<file path="src/rce_pkg.sv">
`default_nettype none
package rce_pkg;

	localparam int ALPHABET = 26;
	localparam int LW = 5;
	localparam int DEF_ROTOR_SLOTS = 8;
	localparam int DEF_REFLECTOR_SLOTS = 4;

	// command field codes
	typedef enum logic [2:0] {
		CMD_ENCIPHER  = 3'd0,
		CMD_LOAD_ROT  = 3'd1,
		CMD_LOAD_REF  = 3'd2,
		CMD_LOAD_PLUG = 3'd3,
		CMD_RESTART   = 3'd4
	} cmd_t;

	// configuration register indexes
	typedef enum logic [1:0] {
		CFG_ROTOR_CHOICE = 2'd0,
		CFG_START_POS    = 2'd1,
		CFG_REFL_SELECT  = 2'd2
	} cfg_idx_t;

	// work kinds queued between front and back
	typedef enum logic [2:0] {
		K_ENC,
		K_ROT,
		K_REF,
		K_PLUG,
		K_RESTART
	} kind_t;

	typedef struct packed {
		kind_t          kind;
		logic [2:0]     slot;
		logic [LW-1:0]  idx;
		logic [LW-1:0]  val;
		logic [LW-1:0]  letter;
	} entry_t;

	typedef struct packed {
		logic   valid;
		entry_t entry;
	} q_head_t;

	typedef struct packed {
		logic [8:0]  rotor_choice;
		logic [14:0] start_positions;
		logic [1:0]  reflector_select;
	} cfg_t;

	// reduce a value below 3*26 into 0..25
	function automatic logic [LW-1:0] mod26(logic [6:0] v);
		logic [6:0] r;
		r = v;
		if (r >= 7'(2 * ALPHABET)) r = r - 7'(2 * ALPHABET);
		if (r >= 7'(ALPHABET)) r = r - 7'(ALPHABET);
		return r[LW-1:0];
	endfunction

	// reduce a slot number modulo a small slot count
	function automatic logic [2:0] mod_slot(logic [2:0] v, int n);
		logic [2:0] r;
		r = v;
		for (int i = 0; i < 8; i++) begin
			if (int'(r) >= n) r = r - 3'(n);
		end
		return r;
	endfunction

endpackage
`default_nettype wire

</file>
<file path="src/rce_front.sv">
`default_nettype none
module rce_front #(
	parameter int ROTOR_SLOTS = rce_pkg::DEF_ROTOR_SLOTS,
	parameter int REFLECTOR_SLOTS = rce_pkg::DEF_REFLECTOR_SLOTS
) (
	input  wire logic             clk,
	input  wire logic             arst_n,
	input  wire logic             in_valid,
	output      logic             in_stall,
	input  wire logic [2:0]       command,
	input  wire logic [2:0]       table_slot,
	input  wire logic [4:0]       entry_index,
	input  wire logic [4:0]       entry_value,
	input  wire logic [4:0]       letter,
	output      rce_pkg::q_head_t head,
	input  wire logic             pop
);
	import rce_pkg::*;

	entry_t     ent;
	logic       keep;
	logic       push;
	logic       idx_ok;
	entry_t     mem_q [2];
	logic       wptr_q;
	logic       rptr_q;
	logic [1:0] cnt_q;

	// classify the incoming beat; drop bad loads and unused commands
	always_comb begin
		idx_ok     = (entry_index < 5'(ALPHABET)) && (entry_value < 5'(ALPHABET));
		ent.slot   = table_slot;
		ent.idx    = entry_index;
		ent.val    = entry_value;
		ent.letter = mod26({2'b00, letter});
		ent.kind   = K_ENC;
		keep       = 1'b0;
		case (command)
			CMD_ENCIPHER: begin
				ent.kind = K_ENC;
				keep     = 1'b1;
			end
			CMD_LOAD_ROT: begin
				ent.kind = K_ROT;
				keep     = idx_ok && (int'(table_slot) < ROTOR_SLOTS);
			end
			CMD_LOAD_REF: begin
				ent.kind = K_REF;
				keep     = idx_ok && (int'(table_slot) < REFLECTOR_SLOTS);
			end
			CMD_LOAD_PLUG: begin
				ent.kind = K_PLUG;
				keep     = idx_ok;
			end
			CMD_RESTART: begin
				ent.kind = K_RESTART;
				keep     = 1'b1;
			end
			default: keep = 1'b0;
		endcase
	end

	assign in_stall   = (cnt_q == 2'd2);
	assign push       = in_valid && !in_stall && keep;
	assign head.valid = (cnt_q != 2'd0);
	assign head.entry = mem_q[rptr_q];

	// two-entry queue toward the back
	always_ff @(posedge clk) begin
		if (push) mem_q[wptr_q] <= ent;
	end

	always_ff @(posedge clk or negedge arst_n) begin
		if (!arst_n) begin
			wptr_q <= 1'b0;
			rptr_q <= 1'b0;
			cnt_q  <= 2'd0;
		end else begin
			if (push) wptr_q <= ~wptr_q;
			if (pop) rptr_q <= ~rptr_q;
			cnt_q <= cnt_q + 2'(push) - 2'(pop);
		end
	end
endmodule
`default_nettype wire

</file>
<file path="config.mk">
export PLATFORM = sky130hd
export DESIGN_NAME = rce_front
export DESIGN_NICKNAME = d
export VERILOG_FILES = /design/src/rce_pkg.sv /design/src/rce_front.sv
export SDC_FILE = /design/constraint.sdc
export NUM_CORES = 1
export LEC_CHECK = 0
export BUFFER_PORTS_ARGS = -buffer_cell sky130_fd_sc_hd__buf_2
export CORE_UTILIZATION = 30
export DETAILED_ROUTE_END_ITERATION = 8
export GPL_TIMING_DRIVEN = 1
export PLACE_DENSITY = 0.62
export SLEW_MARGIN = 20
export SYNTH_ARGS = -nofsm -noshare
export SYNTH_HDL_FRONTEND = slang
export SYNTH_SLANG_ARGS = --single-unit
</file>
<file path="constraint.sdc">
create_clock -name clk -period 2.7 [get_ports clk]
set_input_delay 0.27 -clock clk [delete_from_list [all_inputs] [get_ports clk]]
set_output_delay 0.27 -clock clk [all_outputs]
set_load 0.005 [all_outputs]
</file>
==> impl_metrics.py, run 1 <==
metrics = {
    "worst_setup_path": {
        "r2r_start": "cnt_q[1]",
        "crit_chain": "buf_4, mux2_1, buf_2",
        "slowest_delay_ns": 0.57,
        "crit_buf_inv": 2,
        "crit_fanout": 15,
        "arrival_ns": 1.70,
        "crit_required_ns": 2.43,
        "setup.worst_path.start_class": "flip-flop",
        "r2r_cells": 5,
        "critPathKind": "reg2out",
        "crit_family": "flip-flops",
        "cp.depth": 3,
        "r2r_setup_slack_ns": 1.24,
        "end_kind": "primary output",
        "slowest_stage": "dfrtp_1",
        "r2r_end": "mem_q[1][20]",
    },
    "cts": {
        "ctsRootBufferMaster": "clkbuf_8",
        "cts.repair.resized": 0,
        "cts_hold_buf": 1,
        "cts.path.max_buffers": 2,
        "clkLatencyLatePin_ns": 0.29,
        "post_cts_buffers": 0,
        "clk_pin_slew_ns": 0.08,
        "cts_tree": "yes",
        "clock_sinks": 46,
        "cts_inserted_buffers": 5,
        "htree_levels": 2,
    },
    "job": {
        "cap_violations": 0,
    },
    "detailed_routing": {
        "drc": 0,
        "routedWlPerCell_um": 13.11,
        "drt_iter0_drc": 51,
        "drt_first_pass_iters": 4,
        "vias_per_cell": 4.367,
        "antenna_left": 0,
        "drt_wl_total_mm": 3.146,
        "vias": 1048,
    },
    "timing": {
        "fin_worst_skew_ns": 0.007069,
        "final_hold_viol_count": 0,
        "final.setup.tns_ns": 0,
        "rsz0062_at_grt": "no",
        "finalSetupViolCount": 0,
        "slew_viol_final": 0,
        "period_minus_slack_ns": 1.968,
        "finalCritPeriodShare_pct": 72.90,
        "worst_pin_slew_ns": 0.3782,
        "slew_headroom_pct": 74.79,
        "fmax_mhz": 508.0,
    },
    "placement": {
        "dp_hpwl_mm": 2.313,
        "gp_congestion": 0.7498,
        "io_buffer_count": 47,
        "dpl-instance-area_sq_mm": 0.002222,
    },
    "synthesis": {
        "ys.warnings.count": 0,
        "syn_avg_cell_area_sq_um": 17.30,
        "ys_seq_elements": 46,
        "syn_area_sq_mm": 0.001868,
        "synthTopCellsByArea": "edfxtp_1, mux2_1, dfrtp_1",
        "syn_nets": 136,
        "syn_inst": 108,
        "ys_types": 25,
        "ys_seq_area_share_pct": 72.87,
        "synth_top_area_share_pct": 67.52,
        "yosysTopAreaCell": "edfxtp_1",
    },
    "floorplan": {
        "fp.dieH_um": 80.91,
        "core_area_sq_mm": 0.005956,
        "start_util_pct": 31.37,
        "rows": 28,
        "die_w_um": 80.91,
        "ios": 48,
        "die_area_sq_mm": 0.006546,
    },
    "global_routing": {
        "grtUsageTotal_pct": 10.70,
        "grt_pass1_wl_mm": 4.919,
        "grt_max_degree": 20,
        "first_global_vias": 1060,
        "overflow": 0,
        "antenna_found_initial": 0,
    },
    "final_layout": {
        "syn_to_final_growth_pct": 23.71,
        "final_area_sq_mm": 0.002311,
        "drive_gt1_share_pct": 38.79,
        "final_nets": 193,
        "antennaDiodeCount": 0,
    },
    "pwr": {
        "ir_drop_v": 0.0004238,
        "power_frac_comb_pct": 26.9,
        "leakagePower_nw": 0.8907,
        "power_frac_seq_pct": 52.2,
        "internal-power_w": 0.001313,
        "switching_share_pct": 27.84,
        "p_sw_w": 0.0005065,
        "power_density_mw_per_mm2": 787.2,
        "p_clk_share_pct": 20.9,
    },
    "min_path": {
        "min_from": "entry_index[0]",
        "min_path_cells": 1,
        "holdPathEnd": "mem_q[1][10]",
        "hp-class": "in2reg",
    },
    "status": {
        "status": "complete, no violations",
    },
}
## per-layer routing
layer,GRT usage [%],vias to the layer above,part of all wire (%)
li1,-,515,-
met4,7.500,0,3.3
met1,12.18,493,43
met2,16.72,32,47
met3,3.820,8,6.3
met5,0,-,0
## power by group through the flow
stage	Combinational, W	Sequential [W]	Clock (W)
4_1_cts	0.000503	0.000950	0.000394
3_3_place_gp	0.000500	0.000962	0
3_5_place_dp	0.000500	0.000964	0
5_1_grt	0.000547	0.000960	0.000421
2_1_floorplan	0.000300	0.000939	0
6_report	0.000490	0.000949	0.000380
## cell usage in the layout, fill, tap and decap left out
cell	netlist	final
a21boi_1	1	1
ha_1	3	3
buf_2	2	47
buf_4	0	4
inv_1	6	6
o211ai_2	2	2
edfxtp_1	42	42
nor2_1	2	2
nor2_2	1	1
clkinv_2	0	2
xor2_1	2	2
inv_2	1	1
o21a_1	1	1
nor3_2	0	1
clkinv_1	1	1
o21ai_1	2	2
a41oi_2	1	1
nor2b_1	2	2
mux2_1	21	21
nand2b_1	1	1
and2_1	1	1
clkbuf_8	0	5
o21ai_0	2	2
dlygate4sd3_1	0	1
nor3_1	2	1
nand2_1	2	2
a21oi_1	2	2
xnor2_1	2	2
o31ai_1	2	2
dfrtp_1	4	4
## state kept, by name, summed over array words and instances (netlist names)
signal  flops
rptr_q      1
mem_q      42
wptr_q      1
cnt_q       2
## synth_stat cells
master / instances
edfxtp_1: 42
mux2_1: 21
inv_1: 6
dfrtp_1: 4
ha_1: 3
a21oi_1: 2
buf_2: 2
nand2_1: 2
nor2_1: 2
nor2b_1: 2
nor3_1: 2
o211ai_2: 2
o21ai_0: 2
o21ai_1: 2
o31ai_1: 2
xnor2_1: 2
xor2_1: 2
a21boi_1: 1
a41oi_2: 1
and2_1: 1
clkinv_1: 1
inv_2: 1
nand2b_1: 1
nor2_2: 1
o21a_1: 1
## cell type report
type,instances,area [sq um]
fillers,552,3645
flip-flops and latches,46,1361
multi-input cells,52,471.7
repair buffers,52,275.3
well taps,75,93.84
clock buffers,5,68.82
inverters,8,30.03
clock inverters,2,10.01
## kinds of logic after synthesis
logic type | after synthesis | share of synthesized area [%]
xor gates and xnor gates | 4 | 1.876
AOI/OAI and AO/OA | 13 | 5.425
muxes | 21 | 12.66
adders and majority gates | 3 | 2.010
DFF | 46 | 72.87
buffers and inverters | 10 | 2.143
and+or+nand+nor | 11 | 3.015
## through the flow
step / utilization [%] / hold WS, ns / setup WS (ns) / total power, W / instances
global placement: 37.31 / 0.08256 / 1.047 / 0.001462 / 232
floorplan: - / -0.02559 / 0.1717 / 0.001239 / 108
global route: 38.80 / 0.1509 / 0.6233 / 0.001929 / 240
finish: 38.80 / 0.1617 / 0.7317 / 0.001819 / 240
CTS: 38.80 / 0.1515 / 0.7037 / 0.001847 / 240
detailed placement: 37.31 / 0.08168 / 1.026 / 0.001465 / 232
## worst max-delay path by stage
| stage | startpoint | slack (ns) | endpoint |
|---|---|---|---|
| 3_5_place_dp | entry_value[1] | 1.03 | mem_q[0][5] |
| 3_3_place_gp | entry_value[1] | 1.05 | mem_q[0][5] |
| 6_report | rptr_q | 0.73 | head[9] |
| 4_1_cts | rptr_q | 0.70 | head[20] |
| 5_1_grt | rptr_q | 0.62 | head[20] |
| 2_1_floorplan | entry_value[1] | 0.17 | mem_q[0][0] |
Note: power is estimated with default switching activity, not from simulation.
==> run 2, diff against run 1 <==
==> constraint.sdc (replaced) <==
create_clock -name clk -period 2 [get_ports clk]
set_input_delay 0.2 -clock clk [delete_from_list [all_inputs] [get_ports clk]]
set_output_delay 0.2 -clock clk [all_outputs]
set_load 0.005 [all_outputs]
==> run 2 against run 1 <==
Net effect: sequential share of layout area down 1.1 points; power rose by 44%; global-route usage is 0.31 points higher; design area up 1.9%; final cell count is 0.83% higher; count of clock-buffer cells in the layout is the same; clock skew down 0.0025 ns; clock power grew 67%; utilization rose by 0.76 points; combinational power is 48% higher; critical endpoint is now head[20]; largest power group unchanged.
==> impl_metrics.py, run 2 (synthesized netlist as in run 1, its figures left out) <==
metrics = {
    "status": {
        "status": "complete, no violations",
    },
    "detailed_routing": {
        "antenna_left": 0,
        "drt_wl_total_mm": 3.233,
        "vias_per_cell": 4.335,
        "routedWlPerCell_um": 13.36,
        "drc": 0,
        "vias": 1049,
        "drt_iter0_drc": 52,
        "drt_first_pass_iters": 2,
    },
    "placement": {
        "dp_hpwl_mm": 2.428,
        "gp_congestion": 0.7633,
        "io_buffer_count": 47,
    },
    "worst_setup_path": {
        "setup.worst_path.start_class": "flip-flop",
        "arrival_ns": 1.38,
        "slowest_delay_ns": 0.37,
        "crit_required_ns": 1.80,
        "end_kind": "primary output",
        "critPathKind": "reg2out",
        "crit_fanout": 13,
        "slowest_stage": "mux2_1",
        "crit_chain": "buf_4, mux2_1, buf_2",
    },
    "timing": {
        "fmax_mhz": 631.6,
        "period_minus_slack_ns": 1.583,
        "finalCritPeriodShare_pct": 79.17,
        "fin_worst_skew_ns": 0.004523,
        "final_hold_viol_count": 0,
        "rsz0062_at_grt": "no",
        "finalSetupViolCount": 0,
        "final.setup.tns_ns": 0,
        "slew_viol_final": 0,
        "worst_pin_slew_ns": 0.3893,
        "slew_headroom_pct": 73.87,
    },
    "cts": {
        "cts_inserted_buffers": 5,
        "ctsRootBufferMaster": "clkbuf_8",
        "cts_hold_buf": 1,
        "cts_tree": "yes",
        "clock_sinks": 46,
        "clk_pin_slew_ns": 0.08,
        "htree_levels": 2,
        "post_cts_buffers": 0,
        "clkLatencyLatePin_ns": 0.29,
        "cts.path.max_buffers": 2,
        "cts.repair.resized": 0,
    },
    "final_layout": {
        "antennaDiodeCount": 0,
        "final_nets": 195,
        "n_fill_cell": 569,
        "drive_gt1_share_pct": 38.92,
        "largest_register_ffs": 42,
        "fin_util_pct": 39.56,
        "mostFrequentLayoutCells": "buf_2, edfxtp_1, mux2_1",
        "largestRegisters": "mem_q x42, cnt_q x2",
        "syn_to_final_growth_pct": 26.12,
        "top_register": "mem_q",
        "final_common_cell": "buf_2",
    },
    "global_routing": {
        "grtUsageTotal_pct": 11.01,
        "grt_pass1_wl_mm": 5.057,
        "antenna_found_initial": 0,
        "overflow": 0,
        "first_global_vias": 1051,
        "grt_max_degree": 16,
    },
    "pwr": {
        "internal-power_w": 0.001920,
        "power_frac_seq_pct": 48.0,
        "ir_drop_v": 0.0004734,
        "leakagePower_nw": 0.9116,
        "switching_share_pct": 26.53,
        "power_frac_comb_pct": 27.7,
        "p_sw_w": 0.0006933,
        "power_density_mw_per_mm2": 1109,
        "p_clk_share_pct": 24.2,
    },
    "floorplan": {
        "start_util_pct": 31.37,
        "die_area_sq_mm": 0.006546,
        "ios": 48,
        "die_w_um": 80.91,
        "core_area_sq_mm": 0.005956,
        "fp.dieH_um": 80.91,
        "rows": 28,
    },
    "min_path": {
        "hp-class": "in2reg",
    },
    "job": {
        "cap_violations": 0,
    },
}
## run 2: cell count changes in the layout (fill, tap and decap cells not counted)
cell	previous run	this run
clkinv_2	2	0
clkinv_1	1	2
nor3_2	1	0
buf_4	4	6
nor3_4	0	1
bufinv_16	0	1
## run 2: area by class of cell
class                           instances  area (sq um)  area share, %
Inverter                                8         30.03          1.275
Clock inverter                          2         33.78          1.434
Tap cell                               75         93.84          3.983
Timing Repair Buffer                   54         290.3          12.32
Sequential cell                        46          1361          57.78
Multi-Input combinational cell         52         478.0          20.29
Clock buffer                            5         68.82          2.921
## run 2: power groups by stage
stage | Clock, W | Combinational, W | Sequential, W
4_1_cts | 0.000659 | 0.000747 | 0.00126
3_5_place_dp | 0 | 0.000741 | 0.00128
5_1_grt | 0.000701 | 0.000808 | 0.00127
2_1_floorplan | 0 | 0.000407 | 0.00127
6_report | 0.000633 | 0.000724 | 0.00126
3_3_place_gp | 0 | 0.000742 | 0.00127
## run 2: path summary, 6_finish.rpt
| kind | startpoint | end | slack [ns] | cells past startpoint |
|---|---|---|---|---|
| min in group asynchronous | arst_n | cnt_q[0] | 0.25 | 2 |
| max reg2reg | cnt_q[1] | mem_q[1][2] | 0.49 | 5 |
| max | rptr_q | head[20] | 0.42 | 3 |
| min | entry_value[0] | mem_q[0][5] | 0.1 | 1 |
| min reg2reg | cnt_q[1] | cnt_q[1] | 0.48 | 1 |
| max in group asynchronous | arst_n | rptr_q | 1.63 | 2 |
## run 2: worst max-delay path: cells and delay by family (launching register included)
family / cells / cell delay, ns
buffers and inverters: 2 / 0.37
flip-flops: 1 / 0.35
multiplexers: 1 / 0.37
## run 2: per-stage QoR
| stage | cell area, sq um | setup WS [ns] | total power, W | hold slack [ns] | std cells |
|---|---|---|---|---|---|
| final | 2356 | 0.4166 | 0.002614 | 0.09638 | 242 |
| after global routing | 2356 | 0.3331 | 0.002776 | 0.08032 | 242 |
| after CTS | 2356 | 0.3900 | 0.002662 | 0.08728 | 242 |
| after detailed placement | 2243 | 0.3633 | 0.002016 | 0.01565 | 234 |
| after global placement | 2243 | 0.4166 | 0.002016 | 0.01268 | 234 |
| after floorplan | 1873 | 0.1826 | 0.001675 | -0.09559 | 108 |
## run 2: metal layers
layer | vias up | GRT usage, % | wire, um
li1 | 521 | - | -
met1 | 492 | 12.94 | 1387
met2 | 28 | 17.56 | 1598
met3 | 8 | 3.258 | 165
met4 | 0 | 6.964 | 80
met5 | - | 0 | 0
==> run 3, diff against run 2 <==
==> constraint.sdc (replaced) <==
create_clock -name clk -period 1.6 [get_ports clk]
set_input_delay 0.16 -clock clk [delete_from_list [all_inputs] [get_ports clk]]
set_output_delay 0.16 -clock clk [all_outputs]
set_load 0.005 [all_outputs]
==> run 3 against run 2 <==
Net effect: sequential share of layout area decreased by 1.0 points; global-route usage down 0.50 points; worst hold slack worse by 0.043 ns; die area unchanged; utilization increased by 0.76 points; first-iteration DRC count rose by 44%; non-clock buffer count down 1; worst setup slack worse by 0.38 ns; clock power rose by 31%; power increased by 31%; highest routed layer unchanged.
==> impl_metrics.py, run 3 (synthesized netlist as in run 1, its figures left out) <==
metrics = {
    "timing": {
        "slew_viol_final": 0,
        "fmax_mhz": 640.6,
        "final.setup.tns_ns": 0,
        "finalSetupViolCount": 0,
        "fin_worst_skew_ns": 0.005529,
        "final_hold_viol_count": 0,
        "rsz0062_at_grt": "no",
        "finalCritPeriodShare_pct": 97.57,
        "period_minus_slack_ns": 1.561,
        "worst_pin_slew_ns": 0.3232,
        "slew_headroom_pct": 78.31,
    },
    "floorplan": {
        "fp.dieH_um": 80.91,
        "ios": 48,
        "core_area_sq_mm": 0.005956,
        "rows": 28,
        "die_area_sq_mm": 0.006546,
        "die_w_um": 80.91,
        "start_util_pct": 31.37,
    },
    "final_layout": {
        "antennaDiodeCount": 0,
        "mostFrequentLayoutCells": "buf_2, edfxtp_1, mux2_1",
        "finalNonFillerCells": 242,
        "multiInputGateArea_sq_um": 479.2,
        "final_common_cell": "buf_2",
        "drive_gt1_share_pct": 40.12,
        "final_area_sq_mm": 0.002401,
        "final_nets": 194,
        "largest_register_ffs": 42,
        "fin_util_pct": 40.32,
        "syn_to_final_growth_pct": 28.53,
        "top_register": "mem_q",
        "largestRegisters": "mem_q x42, cnt_q x2",
        "seq_area_sq_mm": 0.001363,
        "n_fill_cell": 565,
    },
    "worst_setup_path": {
        "slowest_delay_ns": 0.45,
        "critPathKind": "reg2out",
        "crit_required_ns": 1.44,
        "crit_chain": "buf_12, mux2_1, buf_2",
        "crit_fanout": 11,
        "end_kind": "primary output",
        "arrival_ns": 1.40,
        "setup.worst_path.start_class": "flip-flop",
        "slowest_stage": "dfrtp_2",
    },
    "global_routing": {
        "grt_pass1_wl_mm": 4.961,
        "overflow": 0,
        "antenna_found_initial": 0,
        "grt_max_degree": 23,
        "first_global_vias": 1070,
        "grtUsageTotal_pct": 10.51,
    },
    "detailed_routing": {
        "drc": 0,
        "drt_iter0_drc": 75,
        "vias": 1080,
        "routedWlPerCell_um": 13.89,
        "antenna_left": 0,
        "drt_wl_total_mm": 3.362,
        "drt_first_pass_iters": 4,
        "vias_per_cell": 4.463,
    },
    "cts": {
        "cts_tree": "yes",
        "clkLatencyLatePin_ns": 0.29,
        "ctsRootBufferMaster": "clkbuf_8",
        "clk_pin_slew_ns": 0.08,
        "htree_levels": 2,
        "cts.path.max_buffers": 2,
        "clock_sinks": 46,
        "cts_inserted_buffers": 5,
    },
    "placement": {
        "dpl-instance-area_sq_mm": 0.002255,
        "dp_hpwl_mm": 2.364,
        "dp.cells": 232,
        "gp_congestion": 0.6466,
        "io_buffer_count": 47,
    },
    "job": {
        "cap_violations": 0,
    },
    "status": {
        "status": "complete, no violations",
    },
    "pwr": {
        "power_density_mw_per_mm2": 1425,
        "ir_drop_v": 0.0004880,
        "leakagePower_nw": 0.9208,
    },
    "min_path": {
        "hp-class": "in2reg",
    },
}
run 3: worst paths after layout:
path	start	endpoint	slack, ns	cells after the start
hold reg to reg	cnt_q[1]	cnt_q[1]	0.47	1
max in group asynchronous	arst_n	rptr_q	1.26	2
hold / removal	entry_value[0]	mem_q[0][5]	0.05	1
setup / recovery	rptr_q	head[20]	0.04	3
setup reg to reg	cnt_q[1]	mem_q[1][9]	0.16	5
min in group asynchronous	arst_n	cnt_q[0]	0.20	2
run 3: what timing repair did:
action	4_1_cts	5_1_grt
hold buffers	1	0
endpoints found under the setup margin	0	1
buffers inserted	0	0
hold endpoints to repair	4	0
gates resized for setup	0	1
run 3: power breakdown:
part           internal, W  switching (W)
clock network     0.000466       0.000362
logic             0.000522       0.000483
registers          0.00151      0.0000800
total              0.00250       0.000925
run 3: cell type report:
type                    count  share of cell area [%]
multi-input cells          52                   19.96
clock buffers               6                   3.022
flip-flops and latches     46                   56.75
well taps                  75                   3.908
repair buffers             53                   13.55
clock inverters             2                   1.563
inverters                   8                   1.251
run 3: per-layer routing:
metal	GRT usage [%]	share of wire [%]	vias up
met5	0	0	-
met4	3.750	0.98	0
met3	3.146	5.0	4
met2	19.16	50	31
met1	11.44	44	525
li1	-	-	520
run 3: through the flow:
stage	worst slack, ns	hold WS [ns]	total power [W]
5_1_grt	0.006952	0.03967	0.003622
6_report	0.03891	0.05311	0.003421
2_1_floorplan	0.09345	-0.1356	0.002103
3_3_place_gp	0.07830	-0.02675	0.002539
3_5_place_dp	0.06587	-0.02283	0.002550
4_1_cts	0.04211	0.04360	0.003391
run 3: worst max-delay path, delay by kind of cell (launching register included):
family | cells | cell delay, ns
buffers and inverters | 2 | 0.30
flip-flops | 1 | 0.45
multiplexers | 1 | 0.35
